==> config.mk <==
export PLATFORM = sky130hd
export DESIGN_NAME = i2c_flash_page_loader_core
export DESIGN_NICKNAME = d
export VERILOG_FILES = /design/src/rtl/i2cfpl_pkg.sv /design/src/rtl/i2cfpl_engine.sv /design/src/rtl/i2cfpl_outq.sv /design/src/rtl/i2c_flash_page_loader_core.sv
export SDC_FILE = /design/constraint.sdc
export NUM_CORES = 1
export LEC_CHECK = 0
export ABC_AREA = 1
export BUFFER_PORTS_ARGS = -buffer_cell sky130_fd_sc_hd__buf_2
export CAP_MARGIN = 20
export CORE_UTILIZATION = 61
export DETAILED_ROUTE_END_ITERATION = 7
export GPL_TIMING_DRIVEN = 0
export PLACE_DENSITY = 0.82
export SLEW_MARGIN = 30
export SYNTH_ARGS = -nofsm -noshare
export SYNTH_HDL_FRONTEND = slang
export SYNTH_SLANG_ARGS = --single-unit
==> constraint.sdc <==
create_clock -name clk_i -period 3.8 [get_ports clk_i]
set_input_delay 0.76 -clock clk_i [delete_from_list [all_inputs] [get_ports clk_i]]
set_output_delay 0.76 -clock clk_i [all_outputs]
set_load 0.02 [all_outputs]
==> src/rtl/i2cfpl_pkg.sv <==
package i2cfpl_pkg;

  localparam int unsigned WORDS_PER_PAGE = 64;

  localparam logic [31:0] FLASH_BASE_RST = 32'h0800_0000;

  // event kinds
  localparam logic [1:0] KIND_START = 2'd0;
  localparam logic [1:0] KIND_WRITE = 2'd1;
  localparam logic [1:0] KIND_READ  = 2'd2;

  // commands
  localparam logic [7:0] CMD_STATUS     = 8'h00;
  localparam logic [7:0] CMD_FAST_WRITE = 8'h01;

  // page program phases
  localparam logic [2:0] PH_CLEAR = 3'd0;
  localparam logic [2:0] PH_BYTE0 = 3'd1;
  localparam logic [2:0] PH_BYTE1 = 3'd2;
  localparam logic [2:0] PH_BYTE2 = 3'd3;
  localparam logic [2:0] PH_BYTE3 = 3'd4;
  localparam logic [2:0] PH_DONE  = 3'd5;

  // status read positions
  localparam logic [7:0] POS_STATUS   = 8'd0;
  localparam logic [7:0] POS_PAGE     = 8'd1;
  localparam logic [7:0] POS_CHIP_ID  = 8'd2;
  localparam logic [7:0] POS_CAPACITY = 8'd4;

  // configuration register indexes
  localparam logic [1:0] CFG_FLASH_BASE = 2'd0;
  localparam logic [1:0] CFG_CHIP_ID    = 2'd1;
  localparam logic [1:0] CFG_CAPACITY   = 2'd2;

  typedef enum logic [1:0] {
    ACT_CLEAR   = 2'd0,
    ACT_LOAD    = 2'd1,
    ACT_PROGRAM = 2'd2,
    ACT_READ    = 2'd3
  } action_e;

  typedef struct packed {
    logic [1:0] kind;
    logic [7:0] data;
    logic [7:0] flash_status;
  } in_beat_t;

  typedef struct packed {
    action_e     action;
    logic [31:0] flash_address;
    logic [31:0] word_value;
    logic [7:0]  read_byte;
    logic        last;
  } out_beat_t;

  // results of one event handed to the output queue
  typedef struct packed {
    logic [1:0] num;
    out_beat_t  res0;
    out_beat_t  res1;
  } push_t;

endpackage

==> src/rtl/i2cfpl_engine.sv <==
module i2cfpl_engine #(
  parameter int unsigned WordsPerPage = i2cfpl_pkg::WORDS_PER_PAGE
) (
  input  logic                 clk_i,
  input  logic                 rst_ni,
  input  logic                 in_valid_i,
  output logic                 in_ready_o,
  input  i2cfpl_pkg::in_beat_t in_beat_i,
  input  logic [31:0]          flash_base_i,
  input  logic [7:0]           chip_id_i,
  input  logic [7:0]           capacity_i,
  input  logic                 space_ok_i,
  output i2cfpl_pkg::push_t    push_o
);

  localparam int unsigned PageBytes = 4 * WordsPerPage;
  localparam logic [7:0]  LastPos   = 8'(WordsPerPage - 1);

  logic                 in_vld_q;
  i2cfpl_pkg::in_beat_t in_q;
  logic                 go;

  logic        expect_cmd_q, expect_cmd_d;
  logic        expect_page_q, expect_page_d;
  logic [7:0]  cmd_q, cmd_d;
  logic [7:0]  page_q, page_d;
  logic [7:0]  pos_q, pos_d;
  logic [2:0]  phase_q, phase_d;
  logic [23:0] acc_q, acc_d;
  logic [7:0]  sstat_q, sstat_d;
  logic [7:0]  spage_q, spage_d;
  logic [31:0] poff_q, poff_d;

  logic [31:0] page_addr;
  logic [31:0] word_addr;
  logic [7:0]  rb;
  i2cfpl_pkg::out_beat_t blank;

  assign go         = in_vld_q && space_ok_i;
  assign in_ready_o = !in_vld_q || go;

  // hold the beat until the queue has room for both results
  always_ff @(posedge clk_i or negedge rst_ni) begin
    if (!rst_ni) begin
      in_vld_q <= 1'b0;
    end else if (in_valid_i && in_ready_o) begin
      in_vld_q <= 1'b1;
    end else if (go) begin
      in_vld_q <= 1'b0;
    end
  end

  always_ff @(posedge clk_i) begin
    if (in_valid_i && in_ready_o) begin
      in_q <= in_beat_i;
    end
  end

  assign page_addr = flash_base_i + poff_q;
  assign word_addr = page_addr + {22'd0, pos_q, 2'b00};

  always_comb begin
    rb = 8'd0;
    case (pos_q)
      i2cfpl_pkg::POS_STATUS:   rb = sstat_q;
      i2cfpl_pkg::POS_PAGE:     rb = spage_q;
      i2cfpl_pkg::POS_CHIP_ID:  rb = chip_id_i;
      i2cfpl_pkg::POS_CAPACITY: rb = capacity_i;
      default:                  rb = 8'd0;
    endcase
  end

  always_comb begin
    blank = '{action: i2cfpl_pkg::ACT_CLEAR, flash_address: 32'd0,
              word_value: 32'd0, read_byte: 8'd0, last: 1'b1};

    expect_cmd_d  = expect_cmd_q;
    expect_page_d = expect_page_q;
    cmd_d         = cmd_q;
    page_d        = page_q;
    pos_d         = pos_q;
    phase_d       = phase_q;
    acc_d         = acc_q;
    sstat_d       = sstat_q;
    spage_d       = spage_q;
    poff_d        = poff_q;
    push_o.num    = 2'd0;
    push_o.res0   = blank;
    push_o.res1   = blank;

    if (go) begin
      case (in_q.kind)
        i2cfpl_pkg::KIND_START: begin
          expect_cmd_d = 1'b1;
          pos_d        = page_q;
        end
        i2cfpl_pkg::KIND_WRITE: begin
          if (expect_cmd_q) begin
            cmd_d         = in_q.data;
            expect_cmd_d  = 1'b0;
            expect_page_d = 1'b1;
          end else if (expect_page_q) begin
            page_d        = in_q.data;
            poff_d        = 32'(in_q.data) * 32'(PageBytes);
            pos_d         = in_q.data;
            expect_page_d = 1'b0;
            if (cmd_q == i2cfpl_pkg::CMD_FAST_WRITE) begin
              phase_d = i2cfpl_pkg::PH_CLEAR;
              pos_d   = 8'd0;
            end
          end else if (cmd_q == i2cfpl_pkg::CMD_FAST_WRITE) begin
            unique case (phase_q)
              i2cfpl_pkg::PH_CLEAR: begin
                push_o.num = 2'd1;
                acc_d      = {16'd0, in_q.data};
                phase_d    = i2cfpl_pkg::PH_BYTE1;
              end
              i2cfpl_pkg::PH_BYTE0: begin
                acc_d   = {16'd0, in_q.data};
                phase_d = i2cfpl_pkg::PH_BYTE1;
              end
              i2cfpl_pkg::PH_BYTE1: begin
                acc_d   = acc_q | {8'd0, in_q.data, 8'd0};
                phase_d = i2cfpl_pkg::PH_BYTE2;
              end
              i2cfpl_pkg::PH_BYTE2: begin
                acc_d   = acc_q | {in_q.data, 16'd0};
                phase_d = i2cfpl_pkg::PH_BYTE3;
              end
              i2cfpl_pkg::PH_BYTE3: begin
                push_o.res0.action        = i2cfpl_pkg::ACT_LOAD;
                push_o.res0.flash_address = word_addr;
                push_o.res0.word_value    = {in_q.data, acc_q};
                if (pos_q == LastPos) begin
                  push_o.num                = 2'd2;
                  push_o.res0.last          = 1'b0;
                  push_o.res1.action        = i2cfpl_pkg::ACT_PROGRAM;
                  push_o.res1.flash_address = page_addr;
                  spage_d                   = page_q;
                  sstat_d                   = in_q.flash_status;
                  phase_d                   = i2cfpl_pkg::PH_DONE;
                end else begin
                  push_o.num = 2'd1;
                  pos_d      = pos_q + 8'd1;
                  phase_d    = i2cfpl_pkg::PH_BYTE0;
                end
              end
              default: begin
                // page already programmed: drop the byte
                pos_d = pos_q + 8'd1;
              end
            endcase
          end
        end
        i2cfpl_pkg::KIND_READ: begin
          push_o.num         = 2'd1;
          push_o.res0.action = i2cfpl_pkg::ACT_READ;
          if (cmd_q == i2cfpl_pkg::CMD_STATUS) begin
            push_o.res0.read_byte = rb;
            pos_d                 = pos_q + 8'd1;
          end
        end
        default: begin
        end
      endcase
    end
  end

  always_ff @(posedge clk_i or negedge rst_ni) begin
    if (!rst_ni) begin
      expect_cmd_q  <= 1'b1;
      expect_page_q <= 1'b0;
      cmd_q         <= 8'd0;
      page_q        <= 8'd0;
      pos_q         <= 8'd0;
      phase_q       <= i2cfpl_pkg::PH_CLEAR;
      acc_q         <= 24'd0;
      sstat_q       <= 8'd0;
      spage_q       <= 8'd0;
      poff_q        <= 32'd0;
    end else begin
      expect_cmd_q  <= expect_cmd_d;
      expect_page_q <= expect_page_d;
      cmd_q         <= cmd_d;
      page_q        <= page_d;
      pos_q         <= pos_d;
      phase_q       <= phase_d;
      acc_q         <= acc_d;
      sstat_q       <= sstat_d;
      spage_q       <= spage_d;
      poff_q        <= poff_d;
    end
  end

endmodule

==> src/rtl/i2cfpl_outq.sv <==
module i2cfpl_outq (
  input  logic                  clk_i,
  input  logic                  rst_ni,
  input  i2cfpl_pkg::push_t     push_i,
  output logic                  space_ok_o,
  output logic                  out_valid_o,
  input  logic                  out_ready_i,
  output i2cfpl_pkg::out_beat_t out_beat_o
);

  i2cfpl_pkg::out_beat_t mem_q [4];
  logic [1:0] wr_q, wr_d;
  logic [1:0] rd_q, rd_d;
  logic [2:0] cnt_q, cnt_d;
  logic       pop;
  logic [1:0] wr_nxt;

  assign out_valid_o = (cnt_q != 3'd0);
  assign out_beat_o  = mem_q[rd_q];
  assign pop         = out_valid_o && out_ready_i;
  // room for a full two-result event
  assign space_ok_o  = (cnt_q <= 3'd2);
  assign wr_nxt      = wr_q + 2'd1;

  assign wr_d  = wr_q + push_i.num;
  assign rd_d  = rd_q + {1'b0, pop};
  assign cnt_d = cnt_q + {1'b0, push_i.num} - {2'b00, pop};

  always_ff @(posedge clk_i or negedge rst_ni) begin
    if (!rst_ni) begin
      wr_q  <= 2'd0;
      rd_q  <= 2'd0;
      cnt_q <= 3'd0;
    end else begin
      wr_q  <= wr_d;
      rd_q  <= rd_d;
      cnt_q <= cnt_d;
    end
  end

  always_ff @(posedge clk_i) begin
    if (push_i.num != 2'd0) begin
      mem_q[wr_q] <= push_i.res0;
    end
    if (push_i.num == 2'd2) begin
      mem_q[wr_nxt] <= push_i.res1;
    end
  end

endmodule

==> src/rtl/i2c_flash_page_loader_core.sv <==
// Flow: a beat accepted into the input register is decoded from there once
// the output queue has room, and its results are queued and offered from there.
// Throughput: one event per cycle while the queue has room for two results;
// a page-finishing byte pushes two results into the four-entry output queue.
// Reset: rst_ni clears the parser state and the queue at once; flash_base
// returns to 0x08000000 and the id and capacity bytes to zero.
module i2c_flash_page_loader_core #(
  parameter int unsigned WORDS_PER_PAGE = i2cfpl_pkg::WORDS_PER_PAGE
) (
  input  logic                  clk_i,
  input  logic                  rst_ni,
  input  logic                  in_valid_i,
  output logic                  in_ready_o,
  input  i2cfpl_pkg::in_beat_t  in_beat_i,
  output logic                  out_valid_o,
  input  logic                  out_ready_i,
  output i2cfpl_pkg::out_beat_t out_beat_o,
  input  logic                  cfg_we_i,
  input  logic [1:0]            cfg_idx_i,
  input  logic [31:0]           cfg_wdata_i
);

  logic [31:0]       flash_base_q;
  logic [7:0]        chip_id_q;
  logic [7:0]        capacity_q;
  logic              space_ok;
  i2cfpl_pkg::push_t push;

  always_ff @(posedge clk_i or negedge rst_ni) begin
    if (!rst_ni) begin
      flash_base_q <= i2cfpl_pkg::FLASH_BASE_RST;
      chip_id_q    <= 8'd0;
      capacity_q   <= 8'd0;
    end else if (cfg_we_i) begin
      unique case (cfg_idx_i)
        i2cfpl_pkg::CFG_FLASH_BASE: flash_base_q <= cfg_wdata_i;
        i2cfpl_pkg::CFG_CHIP_ID:    chip_id_q    <= cfg_wdata_i[7:0];
        i2cfpl_pkg::CFG_CAPACITY:   capacity_q   <= cfg_wdata_i[7:0];
        default: begin
        end
      endcase
    end
  end

  i2cfpl_engine #(
    .WordsPerPage(WORDS_PER_PAGE)
  ) u_engine (
    .clk_i        (clk_i),
    .rst_ni       (rst_ni),
    .in_valid_i   (in_valid_i),
    .in_ready_o   (in_ready_o),
    .in_beat_i    (in_beat_i),
    .flash_base_i (flash_base_q),
    .chip_id_i    (chip_id_q),
    .capacity_i   (capacity_q),
    .space_ok_i   (space_ok),
    .push_o       (push)
  );

  i2cfpl_outq u_outq (
    .clk_i       (clk_i),
    .rst_ni      (rst_ni),
    .push_i      (push),
    .space_ok_o  (space_ok),
    .out_valid_o (out_valid_o),
    .out_ready_i (out_ready_i),
    .out_beat_o  (out_beat_o)
  );

endmodule
==> Word level (Yosys, flattened, before mapping) <==
Memory sizes are Yosys's and may differ from the RTL's.
Index checks and enable logic that the tools add are counted.
{ "op_classes": {"eq_ne": 19, "mux": 40, "bitwise": 4, "n_lt_le_gt_ge": 1, "n_reduce_logical": 30, "add_sub_neg": 8} }
{ "op_table": {"columns": ["op", "count"], "rows": [
  ["two-way mux 35 bit", 6],
  ["two-way mux 68 bit", 3],
  ["two-way mux 111 bit", 1],
  ["one-hot mux 24 bit (3 select lines)", 1],
  ["two-way mux 65 bit", 1],
  ["two-way mux 64 bit", 1],
  ["two-way mux 8 bit", 8],
  ["adder 32 x 10 -> 32 bit", 1],
  ["adder 32 x 16 -> 32 bit", 1],
  ["one-hot mux 8 bit (4 select lines)", 1],
  ["OR 24 x 16 -> 24 bit", 1],
  ["OR 24 bit", 1],
  ["one-hot mux 8 bit (3 select lines)", 1],
  ["== test 8 x 1 -> 1 bit (second input constant)", 2],
  ["logical NOT 8 bit", 2],
  ["one-hot mux 8 bit (2 select lines)", 1],
  ["AND reduction 7 bit", 2],
  ["two-way mux 3 bit", 4],
  ["one-hot mux 3 bit (4 select lines)", 1],
  ["AND reduction 2 bit", 5],
  ["nonzero test 3 bit", 3],
  ["adder 8 x 1 -> 8 bit (second input constant)", 1],
  ["== test 8 x 2 -> 1 bit (second input constant)", 1],
  ["== test 8 x 3 -> 1 bit (second input constant)", 1],
  ["36 further kinds", 52]
]} }
{ "word_totals": {"ram_bits": 300, "output_inout_bits": 77, "inputBits": 57, "mem_count": 1, "register_bits": 143} }
{ "memory_table": {"columns": ["memory", "depth", "word_bits", "rd", "rd_clocked_by_memory_dff", "wr", "line", "rtl"], "rows": [
  ["u_outq.mem_q", 4, 75, 1, 0, 2, "i2cfpl_outq.sv:11", "i2cfpl_pkg::out_beat_t mem_q [4];"]
]} }

==> Longest topological paths before layout <==
{ "logic_depth": {"depth_word": 11, "depth_mapped": 19} }

==> Cells and area by module <==
Synthesis repeated with hierarchy kept, for this count alone.
{ "unflattened": {"cells_unflattened": 2914, "area_unflattened_um2": 24527.3} }
{ "by_module_without_submodules": {"columns": ["mod", "cells_each", "n_inst", "area_each_um2", "seq_area_each_um2"], "rows": [
  ["i2cfpl_outq", 1600, 1, 15189.6, 9183.8],
  ["i2cfpl_engine", 1102, 1, 7332.0, 2293.4],
  ["i2c_flash_page_loader_core", 212, 1, 2005.7, 1202.4]
]} }

==> Worst setup path before layout <==
Ideal clock, no wire load.
{ "synth_path": {"path_kind": "flip-flop to flip-flop", "start": "register u_engine.in_q[17] in the netlist's numbering", "end": "memory u_outq.mem_q[1][41] in the netlist's numbering (enable)", "stages_incl_launch_ff": 14, "setup_slack_ns": 0.826, "t_arrival_ns": 2.583, "synth_period_minus_slack_ns": 2.974, "n_path_buf": 1, "path_cell_list": "edfxtp_1 > inv_1 > ha_1 > inv_2 > nor2_4 > nand3_1 > nor2_2 > nand2_2 > nor2_4 > nand2_4 > nor2_1 > nand2_1 > buf_2 > nand2_1"} }
{ "synth_lines": {"columns": ["item", "line", "rtl"], "rows": [
  ["start, declared", "i2cfpl_engine.sv:20", "i2cfpl_pkg::in_beat_t in_q;"],
  ["start signal, assigned", "i2cfpl_engine.sv:55", "in_q <= in_beat_i;"],
  ["end, declared", "i2cfpl_outq.sv:11", null]
]} }

==> out/metrics.cfg <==
[status]
status=complete, but fails checks
violations=design-rule violations, negative setup slack

[setup_path]
arrival_ns=3.09
crit_chain=clkbuf_1 > clkbuf_1 > nor2_1 > o22ai_1 > buf_2
cp_slowest_stage_delay_ns=0.62
startpoint_type=register
cp.required_ns=3.04
cp_common_cell=clkbuf_1
path_class=reg -> out
critPathMaxFanout=10
critPathSlowestCell=dfrtp_1
critPathCaptureType=primary output

[routing]
post-route-drc-count=9
dr.pass1.iters=8
finalWirelength_um=67540
routedWlPerCell_um=20.42
drtIter0Drc=3239
drt-vias-per-instance=6.166
drtAntennaViolNets=0
vias=20390

[die]
io_pins=134
die_area_mm2=0.03612
die_width_um=190.0
start_util_pct=62.29
core_area_mm2=0.03463
placementRows=68
die_h_um=190.0

[clock_tree]
cts_tree=done
clk_pin_slew_ns=0.06
postCtsHoldBufs=0
cts_root_buffer=clkbuf_16
clock_sinks=443
clk_path_buf_depth=3
worstSkewPairLatency_ns=0.61
numCtsBuffers=46
cts_max_level=2

[power_and_ir_drop]
ir_worst_vdd_mv=0.4689
p_per_area_mw_per_mm2=714.6
leakage_uw=0.009999
p_total_uw=17480

[sta]
tightest_slew_ns=0.9862
fin_crit_sh_pct=101.2
setup_tns_ns=-0.04661
max_freq_ghz=0.2600
setup_violations=1
hold_viol=0
setup_slack_ns=-0.04661
grt_setup_unrepaired=no
min_period_ns=3.847
hold_ws_ns=0.1244
slew-limit-headroom_pct=33.56
drv_slew=0
finalClockSkew_ns=0.03100

[layout]
nets=2902
area_growth_pct=13.43
final_area_mm2=0.02447
fin_util_pct=70.66
layout-drive-gt1-share_pct=11.89

[synth]
synth_top_cell_by_area=edfxtp_1
synth_flop_cell=dfxtp_1
synthArstFlopShare_pct=28.22
synth_cell_types=54
ys_seq_elements=443
synth_edf_count=150
yosysWarnings=0
avgSynthCellArea_um2=8.204
synth.most_common_cell=nand2_1
synth_top_area_share_pct=20.88
synth_area_leaders=edfxtp_1 (21%), dfxtp_1 (16%), dfrtp_1 (14%)
synth_commonest_cells=nand2_1 (538), nor2_1 (319), o21ai_0 (304), inv_1 (228), dfxtp_1 (168)
synthCells=2629
syn_nets=2719
netlist_area_mm2=0.02157
ys_seq_area_share_pct=50.99

[min_path]
hp-class=in -> async

[placed_design]
dp_hpwl_um=48060
portBuffers=133
dpl_cell_area_mm2=0.02288
finalWeightedCongestion=0.9931

[global_route]
grt_antenna_before_repair=0
grt_start_max_net_pins=79
grt_pass1_wl_um=102900
overflow=0
track_usage_pct=37.04
grt_pass1_vias=18970

[run]
maxCapViolCount=0

cell families after synthesis:
| group | synth area share [%] |
|---|---|
| and+or+nand+nor | 20.42 |
| AOI/OAI and AO/OA | 17.24 |
| DFF | 50.99 |
| buffers and inverters | 7.448 |
| adders and majority gates | 2.019 |
| muxes | 1.357 |
| xor gates and xnor gates | 0.5221 |
registers in the layout (all words and copies together) (netlist names), 18 cells and up:
signal	count
u_engine.in_q	18
u_outq.mem_q	300
flash_base_q	32
u_engine.acc_q	24
layer usage:
layer / global-route usage (%) / share of wire (%) / vias up
met5: 0 / 0 / -
met4: 16.13 / 3.9 / 0
met3: 9.666 / 13 / 228
met2: 56.58 / 44 / 1402
met1: 49.70 / 39 / 9482
li1: - / - / 9280
metrics by stage:
step	cells	worst slack, ns
after floorplan	2629	0.8259
after global routing	3305	0.01380
after global placement	3217	-0.1074
after detailed placement	3220	0.1498
final	3307	-0.04661
after CTS	3305	0.1215
final timing paths:
kind | start | to | slack [ns] | depth (start not counted)
min in group clk_i | in_beat_i[6] | u_engine.in_q[6]$_DFFE_PP_ | 0.34 | 1
hold / removal | rst_ni | flash_base_q[24]$_DFFE_PN0P_ | 0.12 | 1
hold reg to reg | u_outq.mem_q[2][24]$_SDFFE_PP0P_ | u_outq.mem_q[2][24]$_SDFFE_PP0P_ | 0.46 | 2
setup reg to reg | u_engine.page_q[0]$_DFFE_PN0P_ | u_outq.mem_q[3][55]$_DFFE_PP_ | 0.16 | 10
max in group asynchronous | rst_ni | u_engine.pos_q[2]$_DFFE_PN0P_ | 2.99 | 2
setup / recovery | u_outq.rd_q[0]$_DFF_PN0_ | out_beat_o[0] | -0.05 | 5
report_power, final:
group | internal, µW | switching [µW]
clock | 2720 | 1980
combinational | 1940 | 4740
sequential | 5600 | 506
placed cells by master, fill, tap and decap left out, drive strengths merged, types with 2 or more instances in the layout:
cell type,instances
inv,249
ha,30
o221ai,3
xnor2,2
dfxtp,168
nor2,338
a21boi,3
xor2,10
o21ai,396
a21oi,85
nand4,53
buf,185
o22ai,156
clkinvlp,3
clkbuf,146
o211ai,6
bufinv,5
edfxtp,150
nand3b,4
dfstp,2
dfrtp,123
a211oi,19
clkinv,18
or2,6
a21o,2
nand3,88
mux2,26
diode,2
fa,3
nor3,11
nand2,548
a22o,4
worst max-delay path: cells and delay by family, from the launching register on:
kind	cells	cell delay, ns
AO/OA/AOI/OAI	1	0.42
buffers and inverters	3	1.35
flip-flops	1	0.62
AND/OR/NAND/NOR	1	0.08
what timing repair did:
item	CTS	global route
setup buffers	0	0
endpoints found under the setup margin	7	42
pin swaps	0	0
resized for setup	2	2
layout make-up:
| type | count | area (µm²) |
|---|---|---|
| clock buffer | 59 | 1261 |
| buffer | 136 | 661.9 |
| fill | 2610 | 10160 |
| multi-input combinational | 1801 | 8976 |
| timing repair buffer | 136 | 734.5 |
| sequential | 443 | 11000 |
| clock inverter | 27 | 317.8 |
| inverter | 248 | 943.4 |
| antenna | 2 | 5.005 |
| tap | 455 | 569.3 |
No activity file was read; power rests on OpenSTA's default activity.
